**config.mk**
```make
export PLATFORM = sky130hd
export DESIGN_NAME = lif_neuron_with_delay_synapses_core
export DESIGN_NICKNAME = d
export VERILOG_FILES = /design/src/rtl/lifnds_pkg.sv /design/src/rtl/lifnds_ring.sv /design/src/rtl/lif_neuron_with_delay_synapses_core.sv
export SDC_FILE = /design/constraint.sdc
export NUM_CORES = 2
export LEC_CHECK = 0
export ABC_AREA = 1
export BUFFER_PORTS_ARGS = -buffer_cell sky130_fd_sc_hd__buf_4
export CORE_ASPECT_RATIO = 1.25
export CORE_MARGIN = 2
export CORE_UTILIZATION = 42
export CTS_BUF_LIST = sky130_fd_sc_hd__clkbuf_16
export CTS_CLUSTER_DIAMETER = 150
export DETAILED_ROUTE_END_ITERATION = 7
export GPL_TIMING_DRIVEN = 0
export MAX_ROUTING_LAYER = met4
export PLACE_DENSITY = 0.6
export SYNTH_ARGS = -nofsm -noshare
export SYNTH_HDL_FRONTEND = slang
export SYNTH_SLANG_ARGS = --single-unit
export TNS_END_PERCENT = 30
```
**constraint.sdc**
```tcl
create_clock -name clk -period 9.39 [get_ports clk]
set_input_delay 0.4695 -clock clk [delete_from_list [all_inputs] [get_ports clk]]
set_output_delay 0.4695 -clock clk [all_outputs]
set_load 0.05 [all_outputs]
```
**src/rtl/lifnds_pkg.sv**
```systemverilog
// ----------------------------------------------------------------------------
// lifnds_pkg
// Shared sizes, codes and beat types of the LIF neuron with delay synapses.
// ----------------------------------------------------------------------------
package lifnds_pkg;

  localparam int N_SYNAPSES = 16;
  localparam int RING_DEPTH = 8;

  localparam int SYN_W  = (N_SYNAPSES > 1) ? $clog2(N_SYNAPSES) : 1;
  localparam int SLOT_W = $clog2(RING_DEPTH);
  localparam int CNT_W  = SYN_W + 1;
  // exact sum of up to N_SYNAPSES signed 16-bit weights
  localparam int SUM_W  = 16 + $clog2(N_SYNAPSES);

  localparam logic [1:0] OP_LOAD  = 2'd0;
  localparam logic [1:0] OP_SPIKE = 2'd1;
  localparam logic [1:0] OP_TICK  = 2'd2;

  localparam int CFG_IDX_W = 3;
  localparam logic [CFG_IDX_W-1:0] REG_THRESHOLD       = 3'd0;
  localparam logic [CFG_IDX_W-1:0] REG_REST_POTENTIAL  = 3'd1;
  localparam logic [CFG_IDX_W-1:0] REG_RESET_POTENTIAL = 3'd2;
  localparam logic [CFG_IDX_W-1:0] REG_INPUT_GAIN      = 3'd3;
  localparam logic [CFG_IDX_W-1:0] REG_LEAK_FACTOR     = 3'd4;

  localparam logic [15:0] THRESHOLD_RST       = 16'hCE00; // -50.0
  localparam logic [15:0] REST_POTENTIAL_RST  = 16'hBF00; // -65.0
  localparam logic [15:0] RESET_POTENTIAL_RST = 16'hBF00; // -65.0
  localparam logic [15:0] INPUT_GAIN_RST      = 16'd2560; // 10.0
  localparam logic [15:0] LEAK_FACTOR_RST     = 16'd6554; // about 0.1

  typedef struct packed {
    logic [1:0]         op;
    logic [3:0]         syn_id;
    logic signed [15:0] weight;
    logic [7:0]         delay;
    logic [15:0]        time_step;
  } in_item_t;

  typedef struct packed {
    logic               spike;
    logic signed [15:0] membrane;
  } out_item_t;

  // one write-side command per cycle to the arrival ring
  typedef struct packed {
    logic              wr;    // store arrival, mark valid
    logic              clr;   // empty every slot of a synapse
    logic              kill;  // clear one consumed slot
    logic [SYN_W-1:0]  syn;
    logic [SLOT_W-1:0] slot;
    logic [15:0]       arrival;
  } ring_cmd_t;

  typedef struct packed {
    logic        valid;
    logic [15:0] arrival;
  } ring_rd_t;

endpackage

```
**src/rtl/lifnds_ring.sv**
```systemverilog
// ----------------------------------------------------------------------------
// lifnds_ring
// Arrival-time ring store: synchronous memory plus per-slot valid flags.
// ----------------------------------------------------------------------------
module lifnds_ring (
  input  logic                          clk,
  input  logic                          rst,
  input  lifnds_pkg::ring_cmd_t         cmd,
  input  logic                          rd_en,
  input  logic [lifnds_pkg::SYN_W-1:0]  rd_syn,
  input  logic [lifnds_pkg::SLOT_W-1:0] rd_slot,
  output lifnds_pkg::ring_rd_t          rd
);

  logic [15:0] mem [lifnds_pkg::N_SYNAPSES][lifnds_pkg::RING_DEPTH];
  logic        valid [lifnds_pkg::N_SYNAPSES][lifnds_pkg::RING_DEPTH];

  // times and read data, no reset: valid flags gate every read
  always_ff @(posedge clk) begin
    if (cmd.wr) begin
      mem[cmd.syn][cmd.slot] <= cmd.arrival;
    end
    if (rd_en) begin
      rd.arrival <= mem[rd_syn][rd_slot];
      rd.valid   <= valid[rd_syn][rd_slot];
    end
  end

  always_ff @(posedge clk) begin
    if (rst) begin
      for (int s = 0; s < lifnds_pkg::N_SYNAPSES; s++) begin
        for (int k = 0; k < lifnds_pkg::RING_DEPTH; k++) begin
          valid[s][k] <= 1'b0;
        end
      end
    end else begin
      if (cmd.wr) begin
        valid[cmd.syn][cmd.slot] <= 1'b1;
      end
      if (cmd.kill) begin
        valid[cmd.syn][cmd.slot] <= 1'b0;
      end
      if (cmd.clr) begin
        for (int k = 0; k < lifnds_pkg::RING_DEPTH; k++) begin
          valid[cmd.syn][k] <= 1'b0;
        end
      end
    end
  end

endmodule

```
**src/rtl/lif_neuron_with_delay_synapses_core.sv**
```systemverilog
// ----------------------------------------------------------------------------
// lif_neuron_with_delay_synapses_core
// Leaky integrate-and-fire neuron with delayed input synapses, Q8.8 fixed point.
// ----------------------------------------------------------------------------
// One neuron fed by N_SYNAPSES synapses. A load beat sets a synapse's weight
// and delay and empties its arrival ring; a presynaptic spike beat queues
// time_step + delay in that synapse's ring. Both leave the core idle and give
// no result. A tick beat gives one result (spike flag and new membrane
// potential): after the accepting cycle the scan reads one ring head a cycle
// from the single-read-port arrival memory, then compares the last head, then
// the leak product, drive product and saturating update follow as steps of
// their own. The result sits in an output register, so load and spike beats
// are taken while it waits; a following tick holds in its last step until
// the output register is free, and no beat is taken before then. Register
// writes are applied at once, so a write during a tick can change that
// tick. No clearing pass after reset: ring slots carry valid flags.
// ----------------------------------------------------------------------------
module lif_neuron_with_delay_synapses_core (
  input  logic                                clk,
  input  logic                                rst,
  input  logic                                in_valid,
  output logic                                in_ready,
  input  lifnds_pkg::in_item_t                in_data,
  output logic                                out_valid,
  input  logic                                out_ready,
  output lifnds_pkg::out_item_t               out_data,
  input  logic                                cfg_wr_en,
  input  logic [lifnds_pkg::CFG_IDX_W-1:0]    cfg_index,
  input  logic [15:0]                         cfg_data
);

  localparam int SYN_W  = lifnds_pkg::SYN_W;
  localparam int SLOT_W = lifnds_pkg::SLOT_W;
  localparam int CNT_W  = lifnds_pkg::CNT_W;
  localparam int SUM_W  = lifnds_pkg::SUM_W;
  localparam int LPROD_W = 34;          // 17-bit gain x 17-bit difference
  localparam int DPROD_W = 17 + SUM_W;  // 17-bit gain x summed weights
  localparam int TOT_W   = DPROD_W + 1;

  localparam logic [2:0] ST_IDLE   = 3'd0;
  localparam logic [2:0] ST_SCAN   = 3'd1;
  localparam logic [2:0] ST_LEAK   = 3'd2;
  localparam logic [2:0] ST_DRIVE  = 3'd3;
  localparam logic [2:0] ST_UPDATE = 3'd4;

  // configuration registers
  logic signed [15:0] threshold;
  logic signed [15:0] rest_potential;
  logic signed [15:0] reset_potential;
  logic [15:0]        input_gain;
  logic [15:0]        leak_factor;

  // per-synapse state in flops
  logic signed [15:0] syn_weight [lifnds_pkg::N_SYNAPSES];
  logic [7:0]         syn_delay  [lifnds_pkg::N_SYNAPSES];
  logic [SLOT_W-1:0]  ring_head  [lifnds_pkg::N_SYNAPSES];
  logic [SLOT_W-1:0]  ring_tail  [lifnds_pkg::N_SYNAPSES];

  logic signed [15:0] potential;
  logic [2:0]         state;
  logic [15:0]        now;
  logic [CNT_W-1:0]   issue_cnt;
  logic               cmp_act;
  logic [SYN_W-1:0]   cmp_syn;
  logic [SLOT_W-1:0]  cmp_slot;
  logic signed [SUM_W-1:0]   sum;
  logic signed [LPROD_W-1:0] leak_prod;
  logic signed [DPROD_W-1:0] drive_prod;

  logic                  accept;
  logic                  idx_ok;
  logic [SYN_W-1:0]      idx;
  logic [SYN_W-1:0]      issue_syn;
  logic                  issue_done;
  logic                  hit;
  logic                  out_free;
  lifnds_pkg::ring_cmd_t ring_cmd;
  lifnds_pkg::ring_rd_t  ring_rd;

  logic signed [LPROD_W-1:0] leak_rnd;
  logic signed [DPROD_W-1:0] drive_rnd;
  logic signed [TOT_W-1:0]   total;
  logic signed [15:0]        v_sat;
  logic                      fired;

  function automatic logic [SLOT_W-1:0] slot_inc(input logic [SLOT_W-1:0] s);
    if (s == SLOT_W'(lifnds_pkg::RING_DEPTH - 1)) begin
      return '0;
    end
    return s + SLOT_W'(1);
  endfunction

  assign in_ready   = (state == ST_IDLE);
  assign accept     = in_valid && in_ready;
  assign idx_ok     = (32'(in_data.syn_id) < lifnds_pkg::N_SYNAPSES);
  assign idx        = SYN_W'(in_data.syn_id);
  assign issue_syn  = issue_cnt[SYN_W-1:0];
  assign issue_done = (issue_cnt == CNT_W'(lifnds_pkg::N_SYNAPSES));
  assign hit        = cmp_act && ring_rd.valid && (ring_rd.arrival == now);
  assign out_free   = !out_valid || out_ready;

  // ring write side: load empties, spike queues, scan consumes a matched head
  always_comb begin
    ring_cmd         = '0;
    ring_cmd.syn     = idx;
    ring_cmd.slot    = ring_tail[idx];
    ring_cmd.arrival = in_data.time_step + 16'(syn_delay[idx]);
    if (accept && idx_ok && in_data.op == lifnds_pkg::OP_LOAD) begin
      ring_cmd.clr = 1'b1;
    end
    if (accept && idx_ok && in_data.op == lifnds_pkg::OP_SPIKE) begin
      ring_cmd.wr = 1'b1;
    end
    if (state == ST_SCAN && hit) begin
      ring_cmd.kill = 1'b1;
      ring_cmd.syn  = cmp_syn;
      ring_cmd.slot = cmp_slot;
    end
  end

  lifnds_ring u_ring (
    .clk     (clk),
    .rst     (rst),
    .cmd     (ring_cmd),
    .rd_en   (state == ST_SCAN && !issue_done),
    .rd_syn  (issue_syn),
    .rd_slot (ring_head[issue_syn]),
    .rd      (ring_rd)
  );

  // Scan reads synapse s while s-1 is compared and possibly consumed: the two
  // always touch different synapses, so no forwarding is needed.

  // membrane update: round half up, floor shift, saturate, fire
  always_comb begin
    leak_rnd  = leak_prod + LPROD_W'(32768);
    drive_rnd = drive_prod + DPROD_W'(128);
    total     = TOT_W'(potential) + TOT_W'(leak_rnd >>> 16) + TOT_W'(drive_rnd >>> 8);
    if (total > TOT_W'(32767)) begin
      v_sat = 16'sh7FFF;
    end else if (total < -TOT_W'(32768)) begin
      v_sat = -16'sh8000;
    end else begin
      v_sat = 16'(total);
    end
    fired = (v_sat >= threshold);
  end

  always_ff @(posedge clk) begin
    if (rst) begin
      threshold       <= lifnds_pkg::THRESHOLD_RST;
      rest_potential  <= lifnds_pkg::REST_POTENTIAL_RST;
      reset_potential <= lifnds_pkg::RESET_POTENTIAL_RST;
      input_gain      <= lifnds_pkg::INPUT_GAIN_RST;
      leak_factor     <= lifnds_pkg::LEAK_FACTOR_RST;
    end else if (cfg_wr_en) begin
      case (cfg_index)
        lifnds_pkg::REG_THRESHOLD:       threshold       <= cfg_data;
        lifnds_pkg::REG_REST_POTENTIAL:  rest_potential  <= cfg_data;
        lifnds_pkg::REG_RESET_POTENTIAL: reset_potential <= cfg_data;
        lifnds_pkg::REG_INPUT_GAIN:      input_gain      <= cfg_data;
        lifnds_pkg::REG_LEAK_FACTOR:     leak_factor     <= cfg_data;
        default: ;
      endcase
    end
  end

  // datapath registers with no reset
  always_ff @(posedge clk) begin
    cmp_syn  <= issue_syn;
    cmp_slot <= ring_head[issue_syn];
    if (accept && in_data.op == lifnds_pkg::OP_TICK) begin
      now <= in_data.time_step;
    end
    if (state == ST_LEAK) begin
      leak_prod <= LPROD_W'($signed({1'b0, leak_factor})) *
                   LPROD_W'(17'(rest_potential) - 17'(potential));
    end
    if (state == ST_DRIVE) begin
      drive_prod <= DPROD_W'($signed({1'b0, input_gain})) * DPROD_W'(sum);
    end
    if (state == ST_UPDATE && out_free) begin
      out_data.spike    <= fired;
      out_data.membrane <= fired ? reset_potential : v_sat;
    end
  end

  always_ff @(posedge clk) begin
    if (rst) begin
      state     <= ST_IDLE;
      potential <= lifnds_pkg::REST_POTENTIAL_RST;
      issue_cnt <= '0;
      cmp_act   <= 1'b0;
      sum       <= '0;
      out_valid <= 1'b0;
      for (int s = 0; s < lifnds_pkg::N_SYNAPSES; s++) begin
        syn_weight[s] <= '0;
        syn_delay[s]  <= 8'd1;
        ring_head[s]  <= '0;
        ring_tail[s]  <= '0;
      end
    end else begin
      // drop the result once taken, unless the update refills it this cycle
      if (out_valid && out_ready && state != ST_UPDATE) begin
        out_valid <= 1'b0;
      end
      case (state)
        ST_IDLE: begin
          if (accept) begin
            case (in_data.op)
              lifnds_pkg::OP_LOAD: begin
                if (idx_ok) begin
                  syn_weight[idx] <= in_data.weight;
                  syn_delay[idx]  <= in_data.delay;
                  ring_head[idx]  <= '0;
                  ring_tail[idx]  <= '0;
                end
              end
              lifnds_pkg::OP_SPIKE: begin
                // full ring: overwrite at the tail, leave the head alone
                if (idx_ok) begin
                  ring_tail[idx] <= slot_inc(ring_tail[idx]);
                end
              end
              lifnds_pkg::OP_TICK: begin
                state     <= ST_SCAN;
                issue_cnt <= '0;
                cmp_act   <= 1'b0;
                sum       <= '0;
              end
              default: ;
            endcase
          end
        end
        ST_SCAN: begin
          cmp_act <= !issue_done;
          if (!issue_done) begin
            issue_cnt <= issue_cnt + CNT_W'(1);
          end
          if (hit) begin
            sum                <= sum + SUM_W'(syn_weight[cmp_syn]);
            ring_head[cmp_syn] <= slot_inc(cmp_slot);
          end
          if (issue_done) begin
            state <= ST_LEAK;
          end
        end
        ST_LEAK: begin
          state <= ST_DRIVE;
        end
        ST_DRIVE: begin
          state <= ST_UPDATE;
        end
        ST_UPDATE: begin
          // hold until the output register is free
          if (out_free) begin
            potential <= fired ? reset_potential : v_sat;
            out_valid <= 1'b1;
            state     <= ST_IDLE;
          end
        end
        default: begin
          state <= ST_IDLE;
        end
      endcase
    end
  end

  // only one write-side ring command per cycle
  a_ring_cmd_single: assert property (@(posedge clk) disable iff (rst)
    $onehot0({ring_cmd.wr, ring_cmd.clr, ring_cmd.kill}))
    else $error("ring: more than one command in a cycle");

  // a head is consumed only during the scan
  a_kill_in_scan: assert property (@(posedge clk) disable iff (rst)
    ring_cmd.kill |-> state == ST_SCAN)
    else $error("ring: slot consumed outside the scan");

  // the compare stage is live only within the scan
  a_cmp_in_scan: assert property (@(posedge clk) disable iff (rst)
    cmp_act |-> state == ST_SCAN)
    else $error("scan: compare stage live outside the scan");

  // a finished tick holds while the previous result is still waiting
  a_update_holds: assert property (@(posedge clk) disable iff (rst)
    (state == ST_UPDATE && out_valid && !out_ready) |=> state == ST_UPDATE)
    else $error("update: result register overwritten");

  // a result appears only at the end of an update step
  a_result_from_update: assert property (@(posedge clk) disable iff (rst)
    $rose(out_valid) |-> $past(state) == ST_UPDATE)
    else $error("output: result without a tick");

endmodule
```
# --- Word level (Yosys, flattened, before mapping) ---
# Memory sizes are Yosys's and may differ from the RTL's. A register that Yosys moved wholly into a read port is not among the register bits.
# Index checks and enable logic that the tools add are counted.
totals:
  n_memories: 6
  inputBits: 70
  ff_bits: 254
  elab_cells: 241
  ramBits: 2656
op_classes:
  n_eq_ne: 21
  reduce_logical: 35
  multipliers: 2
  bitwise_logic: 19
  n_addsub: 10
  order_cmp: 6
  mux: 122
memory_table:
  columns: ["name", "depth", "word_bits", "rd", "rd_clocked_by_memory_dff", "wr", "line", "text"]
  rows:
  - ["u_ring.mem", 16, 128, 1, 1, 1, "lifnds_ring.sv:15", "logic [15:0] mem [lifnds_pkg::N_SYNAPSES][lifnds_pkg::RING_DEPTH];"]
  - ["syn_weight", 16, 16, 1, 1, 16, "lif_neuron_with_delay_synapses_core.sv:54", "logic signed [15:0] syn_weight [lifnds_pkg::N_SYNAPSES];"]
  - ["syn_delay", 16, 8, 1, 0, 16, "lif_neuron_with_delay_synapses_core.sv:55", "logic [7:0] syn_delay [lifnds_pkg::N_SYNAPSES];"]
  - ["u_ring.valid", 16, 8, 1, 1, 16, "lifnds_ring.sv:16", "logic valid [lifnds_pkg::N_SYNAPSES][lifnds_pkg::RING_DEPTH];"]
  - ["ring_head", 16, 3, 1, 1, 16, "lif_neuron_with_delay_synapses_core.sv:56", "logic [SLOT_W-1:0] ring_head [lifnds_pkg::N_SYNAPSES];"]
  - ["ring_tail", 16, 3, 1, 0, 16, "lif_neuron_with_delay_synapses_core.sv:57", "logic [SLOT_W-1:0] ring_tail [lifnds_pkg::N_SYNAPSES];"]
op_table:
  columns: ["op", "n"]
  rows:
  - ["128-bit 2-to-1 mux", 1]
  - ["16-bit 2-to-1 mux", 7]
  - ["1-bit 2-to-1 mux", 63]
  - ["20-bit 2-to-1 mux", 3]
  - ["3-bit 2-to-1 mux", 19]
  - ["16-bit binary-select mux with 3-bit select", 1]
  - ["16-bit demux with 3-bit select", 1]
  - ["4-bit 2-to-1 mux", 12]
  - ["8-bit 2-to-1 mux", 6]
  - ["20-bit case mux with 2 select lines", 1]
  - ["37-bit by 9-bit adder with 37-bit output (second input constant)", 1]
  - ["17-bit by 20-bit multiplier with 37-bit output", 1]
  - ["34-bit by 17-bit adder with 34-bit output (second input constant)", 1]
  - ["17-bit by 17-bit multiplier with 34-bit output", 1]
  - ["19-bit by 29-bit adder with 30-bit output", 1]
  - ["30-bit by 16-bit > comparator with 1-bit output (second input constant)", 1]
  - ["30-bit by 16-bit less-than comparator with 1-bit output (second input constant)", 1]
  - ["20-bit by 16-bit adder with 20-bit output", 1]
  - ["16-bit by 18-bit adder with 19-bit output", 1]
  - ["1-bit bitwise OR", 17]
  - ["16-bit by 16-bit subtractor with 17-bit output", 1]
  - ["16-bit by 8-bit adder with 16-bit output", 1]
  - ["16-bit == test", 1]
  - ["16-bit >= comparator", 1]
  - ["other kinds (32)", 71]

# --- Longest topological paths before layout ---
logic_depth:
  depth_word: 14
  mapped_depth: 47
  depth_no_buf: 46

# --- Hierarchy ---
# From an unflattened synthesis, not the netlist that was laid out.
hier_totals:
  hier_cells: 14080
  area_unflattened_um2: 146146.4
modules_own_cells:
  columns: ["mod", "instances", "seq_area_each_um2", "area_each_um2", "cells_per_inst"]
  rows:
  - ["lifnds_ring", 1, 65853.2, 89666.0, 7594]
  - ["lif_neuron_with_delay_synapses_core", 1, 19618.8, 56480.4, 6486]

# --- Worst setup path after synthesis ---
# Ideal clock, no wire load.
synth_timing:
  path_type: "in2reg"
  start: "input port in_data[41] (netlist bit)"
  end: "memory u_ring.mem[0][110] (netlist bit), data pin"
  required_time_ns: 8.458
  n_path_buf: 2
  setup_slack_ns: 1.517
  t_arrival_ns: 6.941
  setup_ns: 0.932
  path_stages: 18
  path_cell_list: "nor2_2 buf_2 clkbuf_1 a22oi_1 a21oi_1 or4_1 ha_1 inv_1 fa_1 nor2_1 a211oi_1 o21ai_0 nand3_1 nand2_1 nand2_1 nor3b_1 nand3_1 xnor2_1"
synth_rtl:
  columns: ["element", "line", "text"]
  rows:
  - ["from (decl)", "lif_neuron_with_delay_synapses_core.sv:23", "input lifnds_pkg::in_item_t in_data,"]
  - ["to (decl)", "lifnds_ring.sv:15", null]

# --- Worst setup path after layout ---
layout_timing:
  start: "register leak_prod[15]"
  end: "register potential[15]"
layout_between:
  elab_chain_len: 8
  elab_cells_between_ends: 9
  cone_classes: "add/sub (3); order compare (3); mux (3)"
layout_rtl:
  columns: ["element", "line", "text"]
  rows:
  - ["from (decl)", "lif_neuron_with_delay_synapses_core.sv:67", "logic signed [LPROD_W-1:0] leak_prod;"]
  - ["from (signal assigned)", "lif_neuron_with_delay_synapses_core.sv:176", "leak_prod <= LPROD_W'($signed({1'b0, leak_factor})) *"]
  - ["34-bit by 17-bit adder with 34-bit output (*)", "lif_neuron_with_delay_synapses_core.sv:136", "leak_rnd = leak_prod + LPROD_W'(32768);"]
  - ["16-bit by 18-bit adder with 19-bit output (*)", "lif_neuron_with_delay_synapses_core.sv:138", "total = TOT_W'(potential) + TOT_W'(leak_rnd >>> 16) + TOT_W'(drive_rnd >>> 8);"]
  - ["19-bit by 29-bit adder with 30-bit output (*)", "lif_neuron_with_delay_synapses_core.sv:138", null]
  - ["30-bit by 16-bit less-than comparator with 1-bit output", "lif_neuron_with_delay_synapses_core.sv:141", "end else if (total < -TOT_W'(32768)) begin"]
  - ["16-bit 2-to-1 mux", "lif_neuron_with_delay_synapses_core.sv:141", null]
  - ["16-bit 2-to-1 mux (*)", "lif_neuron_with_delay_synapses_core.sv:139", "if (total > TOT_W'(32767)) begin"]
  - ["16-bit >= comparator (*)", "lif_neuron_with_delay_synapses_core.sv:146", "fired = (v_sat >= threshold);"]
  - ["named net fired", "lif_neuron_with_delay_synapses_core.sv:84", "logic fired;"]
  - ["16-bit 2-to-1 mux (*)", "lif_neuron_with_delay_synapses_core.sv:257", "potential <= fired ? reset_potential : v_sat;"]
  - ["to (signal assigned)", "lif_neuron_with_delay_synapses_core.sv:191", "potential <= lifnds_pkg::REST_POTENTIAL_RST;"]
  - ["to (signal assigned)", "lif_neuron_with_delay_synapses_core.sv:257", null]
  - ["to (decl)", "lif_neuron_with_delay_synapses_core.sv:59", "logic signed [15:0] potential;"]
# The timed path passes the listed nets; every way through them passes the cells marked *.
# A chain may end at the register's enable or synchronous reset.

==> impl_metrics.ini <==
[cts]
clk_pin_slew_worst_paths_ns = 0.06
clock_latency_ns = 0.95
cts_buffer_depth = 4
clock-root-buffer = clkbuf_16
htree_levels = 5
cts_made_buffers = 301
cts_setup_buffers = 0
cts.sinks = 2892
tritoncts = done

[synth]
synth_top_area_share_pct = 57.2
yosysSeqAreaShare_pct = 59.1
synth_top_family_by_area = simple AND/OR/NAND/NOR gates
yosysMostFrequentCell = edfxtp_1
yosys.area_share.adder_pct = 10.4
netlist_top_cells_area = edfxtp_1 (57%), fa_1 (7.7%), nor2_1 (5.7%)
synth_edf_count = 2755
ys.flop_type = edfxtp_1
synthSimpleGateAreaFrac_pct = 12.5
yosysTopAreaCell = edfxtp_1
yosysUniqueCellTypes = 57
postSynth.asyncResetShare_pct = 0
yosysWarnings = 0
syn_area_sq_mm = 0.145
synth_area_per_cell_sq_um = 10.9
synth_compound_area_share_pct = 10.9
ys_seq_elements = 2892
synth.area.mux_share_pct = 0.332
netlist_instances = 13268
synthXorXnorAreaFrac_pct = 0.854
netlist_top_cells_count = edfxtp_1 (2755), nor2_1 (2192), nand2_1 (1487)
syn-num-nets = 14208

[global_routing]
grt_pass1_vias = 109074
grt_max_degree = 81
grt_pass1_wl_microns = 842000
grt_antenna_before_repair = 55
grt_util_all_layers_pct = 35.7
gr-total-overflow = 0

[power]
finalPower_uw = 40700
ir_drop_mv = 0.433
p_leak_uw = 0.0617
powerDensity_mw_per_mm2 = 247

[final_layout]
drive_above_1_share_pct = 6.91
fill_cells = 31420
area.growth.synth_to_final_pct = 13.9
finish.net_count = 14812
fin_area_sq_mm = 0.165

[detailed_routing]
postRouteAntennaNets = 0
dr_total_vias = 113953
vias_per_cell = 6.12
drt_iter0_markers = 17325
wl_per_cell_microns = 33.0
drc_errors = 0
drtPass1Iterations = 7
totalWireLength_microns = 615000

[critical_path]
critical_path_buf_inv_count = 5
crit_family = simple AND/OR/NAND/NOR gates
crit_top_cell = nand2_1
cp.required_ns = 10.09
ff2ff_path_depth = 40
cpPeakStageDelay_ns = 0.58
crit_cells = 40
critPathArrivalTime_ns = 9.54
startpoint_type = flop
worstPathMaxFanout = 11
path_class = reg2reg
critPathSlowestCell = xor2_2
critPathCaptureType = flop

[place]
gp_congestion = 1.03
dpl-instance-area_sq_mm = 0.155
io_buffers = 87
hpwl_microns = 446000

[floorplanning]
boundaryPins = 89
die_w_microns = 529
die_h_microns = 660
start_util_pct = 42.3
dieArea_sq_mm = 0.349
core_sq_mm = 0.342
rows = 240

[status]
violations = max-capacitance violations, max-slew violations
status = complete, but fails checks

[sta]
holdWs_ns = 0.00828
fin_crit_ns = 8.84
hold_viol_final = 0
period_share_pct = 94.1
max_slew_margin_pct = -12.4
finClkSkew_ns = 0.0722
rsz0062_at_grt = no
fmax_mhz = 113
finalMaxSlewViolations = 200
setup_viol = 0
tightest_slew_ns = 1.69

[min_path]
min_path_type = in2reg
hold_depth = 3

[job]
drv_cap = 19
==> cells by family (layout without fill, tap and decap cells) <==
kind of cell	after synthesis	after routing
buffers and inverters	2242	3073
XOR/XNOR	141	141
adder cells (fa/ha/maj)	870	870
AND/OR/NAND/NOR	4477	4477
multiplexers	48	48
other	0	57
flip-flops	2892	2892
AO/OA/AOI/OAI	2598	2598
==> path summary, 6_finish.rpt <==
check	slack (ns)	endpoint	from
min	0.008	syn_delay[15][1]	in_data[17]
min reg2reg	0.38	cmp_syn[2]	issue_cnt[2]
max reg2reg	0.55	potential[15]	leak_prod[15]
max	0.55	potential[15]	leak_prod[15]
==> worst reg2reg max path, delay by kind of cell (launching register included) <==
| kind | cells | cell delay (ns) |
|---|---|---|
| AND/OR/NAND/NOR | 22 | 3.40 |
| adder cells (fa/ha/maj) | 4 | 1.36 |
| flip-flops | 1 | 0.35 |
| buffers and inverters | 5 | 1.02 |
| XOR/XNOR | 2 | 0.95 |
| AO/OA/AOI/OAI | 7 | 1.54 |
==> area by class of cell <==
class | count | area (sq um) | share of cell area, %
repair buffers | 301 | 4260 | 2.59
inverters | 1418 | 5330 | 3.23
clock buffers | 309 | 7730 | 4.69
flip-flops and latches | 2892 | 85500 | 51.9
plain buffers | 824 | 3210 | 1.95
clock inverters | 221 | 1320 | 0.802
diodes | 57 | 143 | 0.0866
well taps | 4477 | 5600 | 3.40
multi-input cells | 8134 | 51700 | 31.4
==> metal layers <==
| layer | vias up | track usage [%] | share of wire [%] |
|---|---|---|---|
| met2 | 8166 | 54.3 | 45 |
| met3 | 2322 | 9.83 | 12 |
| met1 | 56143 | 40.3 | 34 |
| met4 | 0 | 26.7 | 9.5 |
| met5 | - | - | 0 |
| li1 | 47322 | - | - |
==> where the power goes <==
group / internal (uW) / total [uW] / switching (uW)
logic: 3880 / 14200 / 10300
registers: 15000 / 15100 / 102
clock network: 6280 / 11500 / 5180
==> timing repair <==
action | CTS | global route
hold endpoints to repair | 112 | 0
hold buffers | 38 | 0
setup endpoints to repair | 1 | 33
gates resized for setup | 1 | 6
==> placed cells by master (no fill, tap or decap), types with 87 or more instances in the layout <==
cell | synthesis | layout
buf_4 | 4 | 91
o221ai_1 | 426 | 426
xor2_1 | 96 | 87
nand3_1 | 599 | 599
dfxtp_1 | 137 | 136
a22oi_1 | 88 | 88
edfxtp_1 | 2755 | 2755
clkbuf_1 | 708 | 689
fa_1 | 560 | 560
buf_8 | 0 | 87
nor2_1 | 2192 | 2059
o22ai_1 | 184 | 184
a21oi_1 | 260 | 260
nand2_1 | 1487 | 1483
ha_1 | 310 | 309
o211ai_1 | 202 | 202
clkbuf_16 | 0 | 309
o21ai_0 | 1338 | 1337
inv_1 | 1387 | 1467
==> per-stage QoR <==
step / setup slack, ns / instances / util, % / setup TNS, ns
floorplan: 1.52 / 13268 / - / 0
global placement: -7.36 / 17832 / 44.1 / -
detailed placement: -0.223 / 18003 / 45.3 / -0.223
CTS: 0.0365 / 18571 / 48.0 / 0
global route: 0.00582 / 18619 / 48.1 / 0
finish: 0.551 / 18633 / 48.1 / 0
==> flip-flops by register name, indices dropped and copies added, names as in the netlist, 4 cells and up, named ones only <==
name,flops
u_ring.mem,2048
syn_weight,256
syn_delay,128
u_ring.valid,128
ring_head,48
ring_tail,48
drive_prod,30
sum,20
leak_prod,19
out_data,17
u_ring.rd,17
input_gain,16
leak_factor,16
now,16
potential,16
reset_potential,16
rest_potential,16
threshold,16
issue_cnt,5
cmp_syn,4
(Power assumes the default switching activity.)
